File: config.mk
export PLATFORM = sky130hd
export DESIGN_NAME = nonlinear_ladder_lowpass_4pole_top
export DESIGN_NICKNAME = d
export VERILOG_FILES = /design/src/nllp_pkg.sv /design/src/nllp_div.sv /design/src/nllp_dp.sv /design/src/nllp_ctrl.sv /design/src/nonlinear_ladder_lowpass_4pole_top.sv
export SDC_FILE = /design/constraint.sdc
export NUM_CORES = 2
export LEC_CHECK = 0
export BUFFER_PORTS_ARGS = -buffer_cell sky130_fd_sc_hd__buf_2
export CAP_MARGIN = 20
export CORE_AREA = 10 10 411 413
export DETAILED_ROUTE_END_ITERATION = 12
export DIE_AREA = 0 0 421 423
export GPL_ROUTABILITY_DRIVEN = 1
export PLACE_DENSITY = 0.72
export SETUP_SLACK_MARGIN = 0.3
export SLEW_MARGIN = 10
export SYNTH_ARGS = -nofsm -noshare
export SYNTH_HDL_FRONTEND = slang
export SYNTH_SLANG_ARGS = --single-unit
File: constraint.sdc
create_clock -name clk -period 19.3 [get_ports clk]
set_clock_uncertainty 0.05 [all_clocks]
set_input_delay 1.93 -clock clk [delete_from_list [all_inputs] [get_ports clk]]
set_output_delay 1.93 -clock clk [all_outputs]
set_load 0.02 [all_outputs]
File: src/nllp_pkg.sv
// Shared types and constants for the four-pole nonlinear ladder lowpass.
// Holds register codes, reset values, tanh/divider widths and the
// controller-to-datapath command and status structs. No dependencies.
`timescale 1ns / 1ps
`default_nettype none

package nllp_pkg;

    localparam int SAMPLE_BITS_DEF = 16;
    localparam int STATE_BITS_DEF  = 32;

    // Configuration port
    localparam int COEF_W    = 16;
    localparam int CFG_IDX_W = 2;
    localparam logic [CFG_IDX_W-1:0] REG_CUT   = 2'd0;
    localparam logic [CFG_IDX_W-1:0] REG_RES   = 2'd1;
    localparam logic [CFG_IDX_W-1:0] REG_DRIVE = 2'd2;
    localparam logic [COEF_W-1:0] CUT_RESET   = 16'd2526;
    localparam logic [COEF_W-1:0] RES_RESET   = 16'd1638;
    localparam logic [COEF_W-1:0] DRIVE_RESET = 16'd4096;

    // Poles
    localparam int NPOLE  = 4;
    localparam int POLE_W = 2;
    localparam logic [POLE_W-1:0] POLE_LAST = 2'd3;

    // Rational tanh, evaluated in Q24
    localparam int TQ        = 24;
    localparam int A_W       = 27;   // signed argument, |a| <= 3.0
    localparam int AMAG_W    = 26;   // its magnitude
    localparam int QT_W      = 31;   // 27 + u^2 and 27 + 9u^2 terms
    localparam int NUM_W     = 55;   // |a| * (27 + u^2)
    localparam int QUO_W     = 26;   // quotient bits
    localparam int DIV_STEPS = QUO_W / 2;
    localparam int DCNT_W    = 4;
    localparam logic [16:0] INV_2VT = 17'd105026;  // 1/(2*0.312), Q16
    localparam logic [QT_W-1:0] TQ_27 = QT_W'(27 * (1 << TQ));

    typedef enum logic [2:0] {
        MUL_DRIVE,
        MUL_RES,
        MUL_INV,
        MUL_SQ,
        MUL_NUM,
        MUL_CUT
    } mul_sel_t;

    typedef struct packed {
        logic              load_in;
        logic              mul_en;
        mul_sel_t          mul_sel;
        logic              x_lo;
        logic              x_fin;
        logic              clip_u;
        logic              clip_den;
        logic              div_start;
        logic              clip_done;
        logic              pt_wr;
        logic              pole_upd;
        logic [POLE_W-1:0] pole;
        logic              out_load;
    } dp_cmd_t;

    typedef struct packed {
        logic div_done;
        logic out_busy;
    } dp_sts_t;

endpackage

`default_nettype wire

File: src/nllp_div.sv
// Unsigned restoring divider, two quotient bits per cycle.
// Used for the tanh quotient; depends on nllp_pkg.
`timescale 1ns / 1ps
`default_nettype none

module nllp_div
(
    input  wire logic                         clk,
    input  wire logic                         rst_n,
    input  wire logic                         start,
    input  wire logic [nllp_pkg::NUM_W-1:0]   num,
    input  wire logic [nllp_pkg::QT_W-1:0]    den,
    output logic                              done,
    output logic [nllp_pkg::QUO_W-1:0]        quot
);
    import nllp_pkg::*;

    localparam int SW = QT_W + QUO_W;

    logic [QT_W-1:0]   rem_reg;
    logic [QUO_W-1:0]  nq_reg;
    logic [QT_W-1:0]   den_reg;
    logic [DCNT_W-1:0] cnt_reg;
    logic              busy_reg;
    logic              done_reg;
    logic [SW-1:0]     s1;
    logic [SW-1:0]     s2;

    // one shift-compare-subtract step; remainder always below den
    function automatic logic [SW-1:0] div_step(input logic [QT_W-1:0] r,
                                               input logic [QUO_W-1:0] nq,
                                               input logic [QT_W-1:0] d);
        logic [QT_W:0]   t;
        logic [QT_W:0]   diff;
        logic            qb;
        logic [QT_W-1:0] r_o;
        t    = {r, nq[QUO_W-1]};
        diff = t - {1'b0, d};
        qb   = (t >= {1'b0, d});
        r_o  = qb ? diff[QT_W-1:0] : t[QT_W-1:0];
        return {r_o, nq[QUO_W-2:0], qb};
    endfunction

    always_comb
    begin
        s1 = div_step(rem_reg, nq_reg, den_reg);
        s2 = div_step(s1[SW-1:QUO_W], s1[QUO_W-1:0], den_reg);
    end

    always_ff @(posedge clk or negedge rst_n)
    begin
        if (!rst_n)
        begin
            busy_reg <= 1'b0;
            done_reg <= 1'b0;
            cnt_reg  <= '0;
        end
        else
        begin
            done_reg <= busy_reg && !start && (cnt_reg == DCNT_W'(DIV_STEPS - 1));
            if (start)
            begin
                busy_reg <= 1'b1;
                cnt_reg  <= '0;
            end
            else if (busy_reg)
            begin
                cnt_reg <= cnt_reg + 1'b1;
                if (cnt_reg == DCNT_W'(DIV_STEPS - 1))
                    busy_reg <= 1'b0;
            end
        end
    end

    always_ff @(posedge clk)
    begin
        if (start)
        begin
            rem_reg <= QT_W'(num[NUM_W-1:QUO_W]);
            nq_reg  <= num[QUO_W-1:0];
            den_reg <= den;
        end
        else if (busy_reg)
        begin
            rem_reg <= s2[SW-1:QUO_W];
            nq_reg  <= s2[QUO_W-1:0];
        end
    end

    assign done = done_reg;
    assign quot = nq_reg;

endmodule

`default_nettype wire

File: src/nllp_dp.sv
// Datapath: config registers, pole state, shared multiplier, tanh
// evaluation and output register. Depends on nllp_pkg and nllp_div.
`timescale 1ns / 1ps
`default_nettype none

module nllp_dp
#(
    parameter int SAMPLE_BITS = nllp_pkg::SAMPLE_BITS_DEF,
    parameter int STATE_BITS  = nllp_pkg::STATE_BITS_DEF
)
(
    input  wire logic                             clk,
    input  wire logic                             rst_n,
    input  wire logic                             cfg_we,
    input  wire logic [nllp_pkg::CFG_IDX_W-1:0]   cfg_index,
    input  wire logic [nllp_pkg::COEF_W-1:0]      cfg_data,
    input  wire logic signed [SAMPLE_BITS-1:0]    sample_in,
    input  wire nllp_pkg::dp_cmd_t                cmd,
    output nllp_pkg::dp_sts_t                     sts,
    output logic                                  out_valid,
    input  wire logic                             out_ready,
    output logic signed [SAMPLE_BITS-1:0]         sample_out
);
    import nllp_pkg::*;

    localparam int FRAC = STATE_BITS - 5;
    localparam int CW   = FRAC + 4;          // clamped tanh operand
    localparam int TW   = FRAC + 2;          // tanh values
    localparam int DFW  = FRAC + 3;          // tanh differences
    localparam int DW   = STATE_BITS - 2;    // derivatives
    localparam int XW   = STATE_BITS + 4;    // filter input, pole sum
    localparam int MA   = (STATE_BITS + 1 > A_W) ? STATE_BITS + 1 : A_W;
    localparam int MB   = QT_W;
    localparam int PW   = MA + MB + 1;
    localparam int YW   = STATE_BITS + SAMPLE_BITS;

    localparam int DSH = SAMPLE_BITS + 11;
    localparam int LSH = (FRAC >= DSH) ? FRAC - DSH : 0;
    localparam int RSH = (FRAC >= DSH) ? 0 : DSH - FRAC;
    localparam int ALS = (TQ >= FRAC) ? TQ - FRAC : 0;
    localparam int ARS = (TQ >= FRAC) ? 0 : FRAC - TQ;
    localparam int TLS = (FRAC >= TQ) ? FRAC - TQ : 0;
    localparam int TRS = (FRAC >= TQ) ? 0 : TQ - FRAC;
    localparam int OLS = (SAMPLE_BITS - 1 >= FRAC) ? SAMPLE_BITS - 1 - FRAC : 0;
    localparam int ORS = (SAMPLE_BITS - 1 >= FRAC) ? 0 : FRAC - SAMPLE_BITS + 1;

    localparam logic signed [XW-1:0] LIM_X = XW'(1) << (FRAC + 2);
    localparam logic signed [PW-1:0] LIM_U = PW'(3) << FRAC;
    localparam logic signed [TW-1:0] ONE_T = TW'(1) << FRAC;
    localparam logic signed [XW-1:0] VMAX  = (XW'(1) << (STATE_BITS - 1)) - XW'(1);
    localparam logic signed [XW-1:0] VMIN  = -VMAX - XW'(1);
    localparam logic signed [YW-1:0] YMAX  = (YW'(1) << (SAMPLE_BITS - 1)) - YW'(1);
    localparam logic signed [YW-1:0] YMIN  = -YMAX - YW'(1);

    // config
    logic [COEF_W-1:0] cut_reg;
    logic [COEF_W-1:0] res_reg;
    logic [COEF_W-1:0] drive_reg;

    // filter state
    logic signed [STATE_BITS-1:0] pv_reg [NPOLE];
    logic signed [DW-1:0]         pd_reg [NPOLE];
    logic signed [TW-1:0]         pt_reg [NPOLE];

    // working registers
    logic signed [SAMPLE_BITS-1:0] s_reg;
    logic signed [PW-1:0]          prod_reg;
    logic signed [XW-1:0]          xd_reg;
    logic signed [CW-1:0]          clip_op_reg;
    logic [AMAG_W-1:0]             a_mag_reg;
    logic                          neg_reg;
    logic                          sat_reg;
    logic                          satneg_reg;
    logic [QT_W-1:0]               sqterm_reg;
    logic [QT_W-1:0]               den_reg;
    logic signed [TW-1:0]          t_reg;
    logic signed [SAMPLE_BITS-1:0] out_reg;
    logic                          out_valid_reg;

    // combinational
    logic signed [STATE_BITS-1:0] pv_rd;
    logic signed [DW-1:0]         pd_rd;
    logic signed [TW-1:0]         pt_rd;
    logic signed [DFW-1:0]        t_ext;
    logic signed [DFW-1:0]        pt_ext;
    logic signed [DFW-1:0]        diff_op;
    logic signed [MA-1:0]         mul_a;
    logic [MB-1:0]                mul_b;
    logic signed [PW-1:0]         prod_next;
    logic signed [PW-1:0]         drv_al;
    logic signed [XW-1:0]         x_sum;
    logic signed [PW-1:0]         u_w;
    logic signed [PW-1:0]         a_w;
    logic signed [A_W-1:0]        a27;
    logic signed [A_W-1:0]        a_abs;
    logic [QT_W-1:0]              sq31;
    logic signed [A_W-1:0]        tq;
    logic signed [PW-1:0]         t_wide;
    logic signed [TW-1:0]         t_new;
    logic signed [DW-1:0]         d_new;
    logic signed [XW-1:0]         v_sum;
    logic signed [STATE_BITS-1:0] v_new;
    logic signed [YW-1:0]         y_w;
    logic signed [SAMPLE_BITS-1:0] y_sat;
    logic [QUO_W-1:0]             div_quot;
    logic                         div_done;

    // beyond |x| = 4 the scaled argument is past 3, so tanh is already +-1
    function automatic logic signed [CW-1:0] clamp4(input logic signed [XW-1:0] x);
        logic signed [CW-1:0] r;
        if (x > LIM_X)
            r = CW'(LIM_X);
        else if (x < -LIM_X)
            r = -CW'(LIM_X);
        else
            r = CW'(x);
        return r;
    endfunction

    always_comb
    begin
        pv_rd  = pv_reg[cmd.pole];
        pd_rd  = pd_reg[cmd.pole];
        pt_rd  = pt_reg[cmd.pole];
        t_ext  = DFW'(t_reg);
        pt_ext = DFW'(pt_rd);
        // first pole: negated sum folds the sign of its derivative in
        if (cmd.pole == '0)
            diff_op = -(t_ext + pt_ext);
        else
            diff_op = t_ext - pt_ext;

        case (cmd.mul_sel)
            MUL_DRIVE:
            begin
                mul_a = MA'(s_reg);
                mul_b = MB'(drive_reg);
            end
            MUL_RES:
            begin
                mul_a = MA'(pv_rd);
                mul_b = MB'(res_reg);
            end
            MUL_INV:
            begin
                mul_a = MA'(clip_op_reg);
                mul_b = MB'(INV_2VT);
            end
            MUL_SQ:
            begin
                mul_a = MA'($signed({1'b0, a_mag_reg}));
                mul_b = MB'(a_mag_reg);
            end
            MUL_NUM:
            begin
                mul_a = MA'($signed({1'b0, a_mag_reg}));
                mul_b = sqterm_reg;
            end
            MUL_CUT:
            begin
                mul_a = MA'(diff_op);
                mul_b = MB'(cut_reg);
            end
            default:
            begin
                mul_a = '0;
                mul_b = '0;
            end
        endcase
        prod_next = mul_a * $signed({1'b0, mul_b});

        drv_al = (prod_reg <<< LSH) >>> RSH;
        x_sum  = xd_reg + XW'(prod_reg >>> 14);

        u_w   = prod_reg >>> 16;
        a_w   = (u_w <<< ALS) >>> ARS;
        a27   = a_w[A_W-1:0];
        a_abs = a27[A_W-1] ? -a27 : a27;

        sq31 = prod_reg[TQ +: QT_W];

        tq     = neg_reg ? -$signed({1'b0, div_quot}) : $signed({1'b0, div_quot});
        t_wide = (PW'(tq) <<< TLS) >>> TRS;
        if (sat_reg)
            t_new = satneg_reg ? -ONE_T : ONE_T;
        else
            t_new = TW'(t_wide);

        d_new = DW'(prod_reg >>> 16);
        v_sum = XW'(pv_rd) + XW'(d_new) + XW'(pd_rd);
        if (v_sum > VMAX)
            v_new = STATE_BITS'(VMAX);
        else if (v_sum < VMIN)
            v_new = STATE_BITS'(VMIN);
        else
            v_new = STATE_BITS'(v_sum);

        y_w = (YW'(pv_rd) <<< OLS) >>> ORS;
        if (y_w > YMAX)
            y_sat = SAMPLE_BITS'(YMAX);
        else if (y_w < YMIN)
            y_sat = SAMPLE_BITS'(YMIN);
        else
            y_sat = SAMPLE_BITS'(y_w);
    end

    nllp_div u_div
    (
        .clk   (clk),
        .rst_n (rst_n),
        .start (cmd.div_start),
        .num   (prod_reg[NUM_W-1:0]),
        .den   (den_reg),
        .done  (div_done),
        .quot  (div_quot)
    );

    // config, filter state and output handshake
    always_ff @(posedge clk or negedge rst_n)
    begin
        if (!rst_n)
        begin
            cut_reg       <= CUT_RESET;
            res_reg       <= RES_RESET;
            drive_reg     <= DRIVE_RESET;
            pv_reg        <= '{default: '0};
            pd_reg        <= '{default: '0};
            pt_reg        <= '{default: '0};
            out_valid_reg <= 1'b0;
        end
        else
        begin
            if (cfg_we)
            begin
                case (cfg_index)
                    REG_CUT:   cut_reg   <= cfg_data;
                    REG_RES:   res_reg   <= cfg_data;
                    REG_DRIVE: drive_reg <= cfg_data;
                    default:   ;
                endcase
            end
            if (cmd.pole_upd)
            begin
                pv_reg[cmd.pole] <= v_new;
                pd_reg[cmd.pole] <= d_new;
            end
            if (cmd.clip_done && cmd.pt_wr)
                pt_reg[cmd.pole] <= t_new;
            if (cmd.out_load)
                out_valid_reg <= 1'b1;
            else if (out_ready)
                out_valid_reg <= 1'b0;
        end
    end

    // working registers, no reset
    always_ff @(posedge clk)
    begin
        if (cmd.load_in)
            s_reg <= sample_in;
        if (cmd.mul_en)
            prod_reg <= prod_next;
        if (cmd.x_lo)
            xd_reg <= XW'(drv_al);
        if (cmd.x_fin)
            clip_op_reg <= clamp4(x_sum);
        else if (cmd.pole_upd)
            clip_op_reg <= clamp4(XW'(v_new));
        if (cmd.clip_u)
        begin
            sat_reg    <= (u_w >= LIM_U) || (u_w <= -LIM_U);
            satneg_reg <= u_w[PW-1];
            neg_reg    <= a27[A_W-1];
            a_mag_reg  <= a_abs[AMAG_W-1:0];
        end
        if (cmd.clip_den)
        begin
            sqterm_reg <= TQ_27 + sq31;
            den_reg    <= TQ_27 + (sq31 << 3) + sq31;
        end
        if (cmd.clip_done)
            t_reg <= t_new;
        if (cmd.out_load)
            out_reg <= y_sat;
    end

    assign sts.div_done = div_done;
    assign sts.out_busy = out_valid_reg && !out_ready;
    assign out_valid    = out_valid_reg;
    assign sample_out   = out_reg;

endmodule

`default_nettype wire

File: src/nllp_ctrl.sv
// Sequencer for one sample: input mix, five tanh evaluations, four pole
// updates and the output load. Depends on nllp_pkg.
`timescale 1ns / 1ps
`default_nettype none

module nllp_ctrl
(
    input  wire logic                clk,
    input  wire logic                rst_n,
    input  wire logic                in_valid,
    output logic                     in_ready,
    output nllp_pkg::dp_cmd_t        cmd,
    input  wire nllp_pkg::dp_sts_t   sts
);
    import nllp_pkg::*;

    typedef enum logic [3:0] {
        S_IDLE,
        S_DRV,
        S_RES,
        S_XF,
        S_MINV,
        S_ARG,
        S_MSQ,
        S_DEN,
        S_MNUM,
        S_DSTART,
        S_DIV,
        S_PMUL,
        S_PUPD,
        S_FIN
    } state_t;

    state_t            state_reg;
    state_t            state_next;
    logic [POLE_W-1:0] pole_reg;
    logic [POLE_W-1:0] pole_next;
    logic              phase_reg;   // tanh in flight is for the filter input
    logic              phase_next;

    always_comb
    begin
        state_next = state_reg;
        pole_next  = pole_reg;
        phase_next = phase_reg;
        cmd        = '0;
        cmd.mul_sel = MUL_DRIVE;
        cmd.pole    = (state_reg == S_RES) ? POLE_LAST : pole_reg;

        case (state_reg)
            S_IDLE:
            begin
                if (in_valid)
                begin
                    cmd.load_in = 1'b1;
                    pole_next   = '0;
                    phase_next  = 1'b1;
                    state_next  = S_DRV;
                end
            end
            S_DRV:
            begin
                cmd.mul_en  = 1'b1;
                cmd.mul_sel = MUL_DRIVE;
                state_next  = S_RES;
            end
            S_RES:
            begin
                cmd.mul_en  = 1'b1;
                cmd.mul_sel = MUL_RES;
                cmd.x_lo    = 1'b1;
                state_next  = S_XF;
            end
            S_XF:
            begin
                cmd.x_fin  = 1'b1;
                state_next = S_MINV;
            end
            S_MINV:
            begin
                cmd.mul_en  = 1'b1;
                cmd.mul_sel = MUL_INV;
                state_next  = S_ARG;
            end
            S_ARG:
            begin
                cmd.clip_u = 1'b1;
                state_next = S_MSQ;
            end
            S_MSQ:
            begin
                cmd.mul_en  = 1'b1;
                cmd.mul_sel = MUL_SQ;
                state_next  = S_DEN;
            end
            S_DEN:
            begin
                cmd.clip_den = 1'b1;
                state_next   = S_MNUM;
            end
            S_MNUM:
            begin
                cmd.mul_en  = 1'b1;
                cmd.mul_sel = MUL_NUM;
                state_next  = S_DSTART;
            end
            S_DSTART:
            begin
                cmd.div_start = 1'b1;
                state_next    = S_DIV;
            end
            S_DIV:
            begin
                if (sts.div_done)
                begin
                    cmd.clip_done = 1'b1;
                    cmd.pt_wr     = !phase_reg;
                    if (phase_reg)
                    begin
                        phase_next = 1'b0;
                        state_next = S_PMUL;
                    end
                    else if (pole_reg == POLE_LAST)
                        state_next = S_FIN;
                    else
                    begin
                        pole_next  = pole_reg + 1'b1;
                        state_next = S_PMUL;
                    end
                end
            end
            S_PMUL:
            begin
                cmd.mul_en  = 1'b1;
                cmd.mul_sel = MUL_CUT;
                state_next  = S_PUPD;
            end
            S_PUPD:
            begin
                cmd.pole_upd = 1'b1;
                state_next   = S_MINV;
            end
            S_FIN:
            begin
                if (!sts.out_busy)
                begin
                    cmd.out_load = 1'b1;
                    state_next   = S_IDLE;
                end
            end
            default:
            begin
                state_next = S_IDLE;
            end
        endcase
    end

    always_ff @(posedge clk or negedge rst_n)
    begin
        if (!rst_n)
        begin
            state_reg <= S_IDLE;
            pole_reg  <= '0;
            phase_reg <= 1'b0;
        end
        else
        begin
            state_reg <= state_next;
            pole_reg  <= pole_next;
            phase_reg <= phase_next;
        end
    end

    assign in_ready = (state_reg == S_IDLE);

`ifndef SYNTHESIS
    a_div_done_in_wait: assert property (@(posedge clk) disable iff (!rst_n)
        sts.div_done |-> state_reg == S_DIV)
        else $error("divider finished outside the wait state");

    a_div_wait_holds: assert property (@(posedge clk) disable iff (!rst_n)
        (state_reg == S_DIV) && !sts.div_done |=> state_reg == S_DIV)
        else $error("left divider wait without a quotient");

    a_fin_last_pole: assert property (@(posedge clk) disable iff (!rst_n)
        (state_reg == S_FIN) |-> pole_reg == POLE_LAST)
        else $error("output stage reached before the last pole");

    a_accept_starts: assert property (@(posedge clk) disable iff (!rst_n)
        (state_reg == S_IDLE) && in_valid |=>
            (state_reg == S_DRV) && phase_reg && (pole_reg == '0))
        else $error("accepted transaction did not start a fresh pass");
`endif

endmodule

`default_nettype wire

File: src/nonlinear_ladder_lowpass_4pole_top.sv
// Top level of the four-pole nonlinear ladder lowpass.
// Instantiates nllp_ctrl and nllp_dp; depends on nllp_pkg.
`timescale 1ns / 1ps
`default_nettype none

// Four-pole nonlinear ladder lowpass with trapezoidal integration. Each input
// transaction carries one signed Q1.15 sample; each output transaction returns
// the last pole voltage, floored and saturated to SAMPLE_BITS. The filter
// input is drive*sample plus resonance times the last pole; every pole is
// driven through a rational tanh, x(27+x^2)/(27+9x^2), clamped to +-1 at |x|>=3.
// One sample is worked on at a time; the cost is five tanh evaluations,
// dominated by the divider (two quotient bits per cycle), plus the input
// mix, the four pole updates and the output load. One shared multiplier
// (about 33 x 32 bits, registered) serves every product.
// in_ready is high whenever the sequencer is idle, so a new sample is taken
// while the previous result still waits in the output register; the pass only
// stalls at its very end if that result has not been taken.
// Configuration (cfg_we/cfg_index/cfg_data): index 0 cut_coef (Q0.16),
// 1 resonance (Q2.14), 2 drive (Q4.12); other indexes are ignored. Write only
// while no transaction is in flight. Pole state resets to zero.
module nonlinear_ladder_lowpass_4pole_top
#(
    parameter int SAMPLE_BITS = nllp_pkg::SAMPLE_BITS_DEF,
    parameter int STATE_BITS  = nllp_pkg::STATE_BITS_DEF
)
(
    input  wire logic                             clk,
    input  wire logic                             rst_n,
    input  wire logic                             cfg_we,
    input  wire logic [nllp_pkg::CFG_IDX_W-1:0]   cfg_index,
    input  wire logic [nllp_pkg::COEF_W-1:0]      cfg_data,
    input  wire logic                             in_valid,
    output logic                                  in_ready,
    input  wire logic signed [SAMPLE_BITS-1:0]    sample_in,
    output logic                                  out_valid,
    input  wire logic                             out_ready,
    output logic signed [SAMPLE_BITS-1:0]         sample_out
);
    import nllp_pkg::*;

    dp_cmd_t cmd;   // sequencer commands
    dp_sts_t sts;   // divider and output-slot status

    nllp_ctrl u_ctrl
    (
        .clk      (clk),
        .rst_n    (rst_n),
        .in_valid (in_valid),
        .in_ready (in_ready),
        .cmd      (cmd),
        .sts      (sts)
    );

    nllp_dp
    #(
        .SAMPLE_BITS (SAMPLE_BITS),
        .STATE_BITS  (STATE_BITS)
    )
    u_dp
    (
        .clk        (clk),
        .rst_n      (rst_n),
        .cfg_we     (cfg_we),
        .cfg_index  (cfg_index),
        .cfg_data   (cfg_data),
        .sample_in  (sample_in),
        .cmd        (cmd),
        .sts        (sts),
        .out_valid  (out_valid),
        .out_ready  (out_ready),
        .sample_out (sample_out)
    );

endmodule

`default_nettype wire
==> metrics.yaml <==
fin_ws_ns: 3.92
nets: 9870
dp_hpwl_mm: 203
async_flop_share_pct: 53.1
ant_nets: 0
whs_path_depth: 0
reg2reg_to: "u_dp.drv_al[61]"
synth-seq-cells: 780
track_usage_pct: 29.6
portBuffers: 56
setup_violations: 0
post_cts_buffers: 0
die_w_um: 421
slowest_stage: "fa_1"
yosys.cell_types.count: 90
cts_hold_buf: 0
synth_edf_count: 364
dr.pass1.iters: 9
avgSynthCellArea_sq_um: 9.68
antenna_found_initial: 21
synthTopCellsByArea: "fa_1 27%, edfxtp_1 14%, dfrtp_1 13%, ha_1 7.2%, inv_1 6.0%"
cp_top_family: "compound AO/OA/AOI/OAI gates"
min-delay-path-class: "reg -> reg"
cp.arrival_ns: 15.77
muxShareOfSynthArea_pct: 3.18
clkLatencyLatePin_ns: 0.75
area_growth_pct: 8.25
grt_pass1_wl_mm: 401
final_hold_viol_count: 0
clock-sinks: 780
post-place-ws_ns: 4.27
die_area_sq_um: 178000
slew_viol_final: 0
cts_root_buf: "clkbuf_16"
synth_compound_area_share_pct: 11.8
cts_inserted_buffers: 88
setup-tns-final_ns: 0
cp_max_fo: 38
relSlewSlack_pct: 8.75
fp.coreArea_sq_um: 160000
initial_core_util_pct: 49.8
pin_count: 57
die_h_um: 423
placementRows: 147
netlist.area_leader.share_pct: 27.4
cp_slowest_stage_delay_ns: 0.90
critical_path_class: "reg -> reg"
synth_top_flop_cell: "dfrtp_1"
postSynthCellCount: 8245
rr_worst_depth: 41
max_freq_ghz: 0.0650
cts_max_level: 3
critPathBufInv: 4
crit_top_cell: "fa_1"
startpoint_type: "flop"
r2r_slack_ns: 3.92
min_period_over_period_pct: 79.7
finish.utilization_pct: 53.9
synth_top_family_by_area: "adder cells"
grt_pass1_vias: 63700
rsz0062_at_grt: "no"
period_needed_ns: 15.38
r2r_start: "u_ctrl.state_reg[2]"
place_congestion: 0.996
yosysSeqAreaShare_pct: 26.8
cts_tree: "built"
overflow: 0
synth_fa_ha_area_share_pct: 34.6
ctsResizeCount: 0
synth-simple-area-share_pct: 12.6
largest_register_ffs: 128
yosys_warnings: 0
synth_area_sq_um: 79800
drtIter0Drc: 7250
num_vias: 63200
clk_path_buf_depth: 3
whs_endpoint: "u_dp.u_div.den_reg[26]"
worst_slew_pin_slew_ns: 1.37
drt-total-wl_mm: 268
hp-start: "u_dp.den_reg[26]"
drc: 0
status: "complete, no violations"
required_ns: 19.69
drv_cap: 0
wl_per_cell_um: 25.4
cp-end-kind: "flop"
avgViaCountPerCell: 6.00
synth-xor-area-share_pct: 3.23
grt_max_degree: 142
clk_pin_slew_ns: 0.06
netlist.top_cell.by_area: "fa_1"
drive_gt1_share_pct: 8.51
## worst register-to-register path, delay by kind of cell (launching register included)
kind                       cells  cell delay [ns]
AOI/OAI and AO/OA             19             5.92
buffers and inverters          4             1.08
and+or+nand+nor                6             1.66
xor gates and xnor gates       1             0.09
DFF                            1             0.66
adders and majority gates     11             5.61
## how the worst max path moves through the flow
stage                        startpoint               to  slack [ns]  cells after the start
floorplan           u_ctrl.state_reg[3]  u_dp.drv_al[61]        5.41                     47
global placement    u_ctrl.state_reg[2]  u_dp.drv_al[61]        4.51                     41
detailed placement  u_ctrl.state_reg[2]  u_dp.drv_al[61]        4.27                     41
CTS                 u_ctrl.state_reg[2]  u_dp.drv_al[61]        4.15                     41
global route        u_ctrl.state_reg[2]  u_dp.drv_al[61]        3.12                     40
finish              u_ctrl.state_reg[2]  u_dp.drv_al[61]        3.92                     41
## final cells by class
class | count | area [sq um]
inverters | 1273 | 4780
clock buffers | 113 | 2450
multi-input cells | 5903 | 52800
repair buffers | 234 | 1640
clock inverters | 53 | 612
flip-flops and latches | 780 | 21400
diodes | 14 | 35.0
well taps | 2160 | 2700
fillers | 14200 | 73800
## logic make-up after synthesis
| logic type | Yosys count |
|---|---|
| buffers and inverters | 1659 |
| and+or+nand+nor | 2300 |
| adders and majority gates | 1551 |
| AOI/OAI and AO/OA | 1432 |
| xor gates and xnor gates | 294 |
| muxes | 227 |
| DFF | 780 |
| other | 2 |
## cell usage in the layout (no fill, tap or decap), types with 25 or more instances in the layout
cell       count
buf_4        176
nor2b_1       69
mux2_2       210
nand4_1       51
nand2_1      986
o21bai_1      48
a22oi_1       35
conb_1        99
a22o_1        51
xor2_1        95
nand3_1      111
ha_1         458
nor3_1       103
and3_1        38
xnor2_1      199
edfxtp_1     364
o221ai_1      48
a211oi_1      29
clkbuf_16     89
a21o_1        98
nand2b_1      54
nor2_1       693
a222oi_1      56
o21a_1        47
a31oi_1       37
o211ai_1      37
o21ai_0      393
fa_1        1093
or3_1         25
a21oi_1      319
o31ai_1       51
inv_1       1271
buf_2         55
and2_1        29
dfrtp_1      397
or2_2         30
## routing by layer
metal	track usage (%)	share of wire (%)
met1	37.9	37
met2	44.5	43
met3	7.73	12
met4	19.2	7.9
met5	0	0.027
## cells in the mapped netlist (all sizes together) (42+ instances only)
master,number
dfrtp,399
nor2b,72
a222oi,56
nor3,105
buf,42
a21oi,321
xnor2,199
a21o,98
o21ai,400
o21a,47
inv,1272
nor2,702
edfxtp,364
mux2,211
fa,1093
o31ai,51
clkbuf,344
nand4,51
nand2b,55
o21bai,49
o221ai,48
xor2,95
nand3,113
nand2,991
ha,458
a22o,51
## stage by stage
| step | hold slack, ns | cells | area (sq um) |
|---|---|---|---|
| final | 0.368 | 10500 | 86400 |
| after global routing | 0.372 | 10500 | 86300 |
| after CTS | 0.368 | 10500 | 86300 |
| after detailed placement | 0.355 | 10300 | 83300 |
| after global placement | 0.351 | 10300 | 83300 |
| after floorplan | 0.350 | 8342 | 80200 |
Power is left out: the tool's default activity adds up to more than one toggle a clock period on the data nets, which glitch-free logic cannot reach.
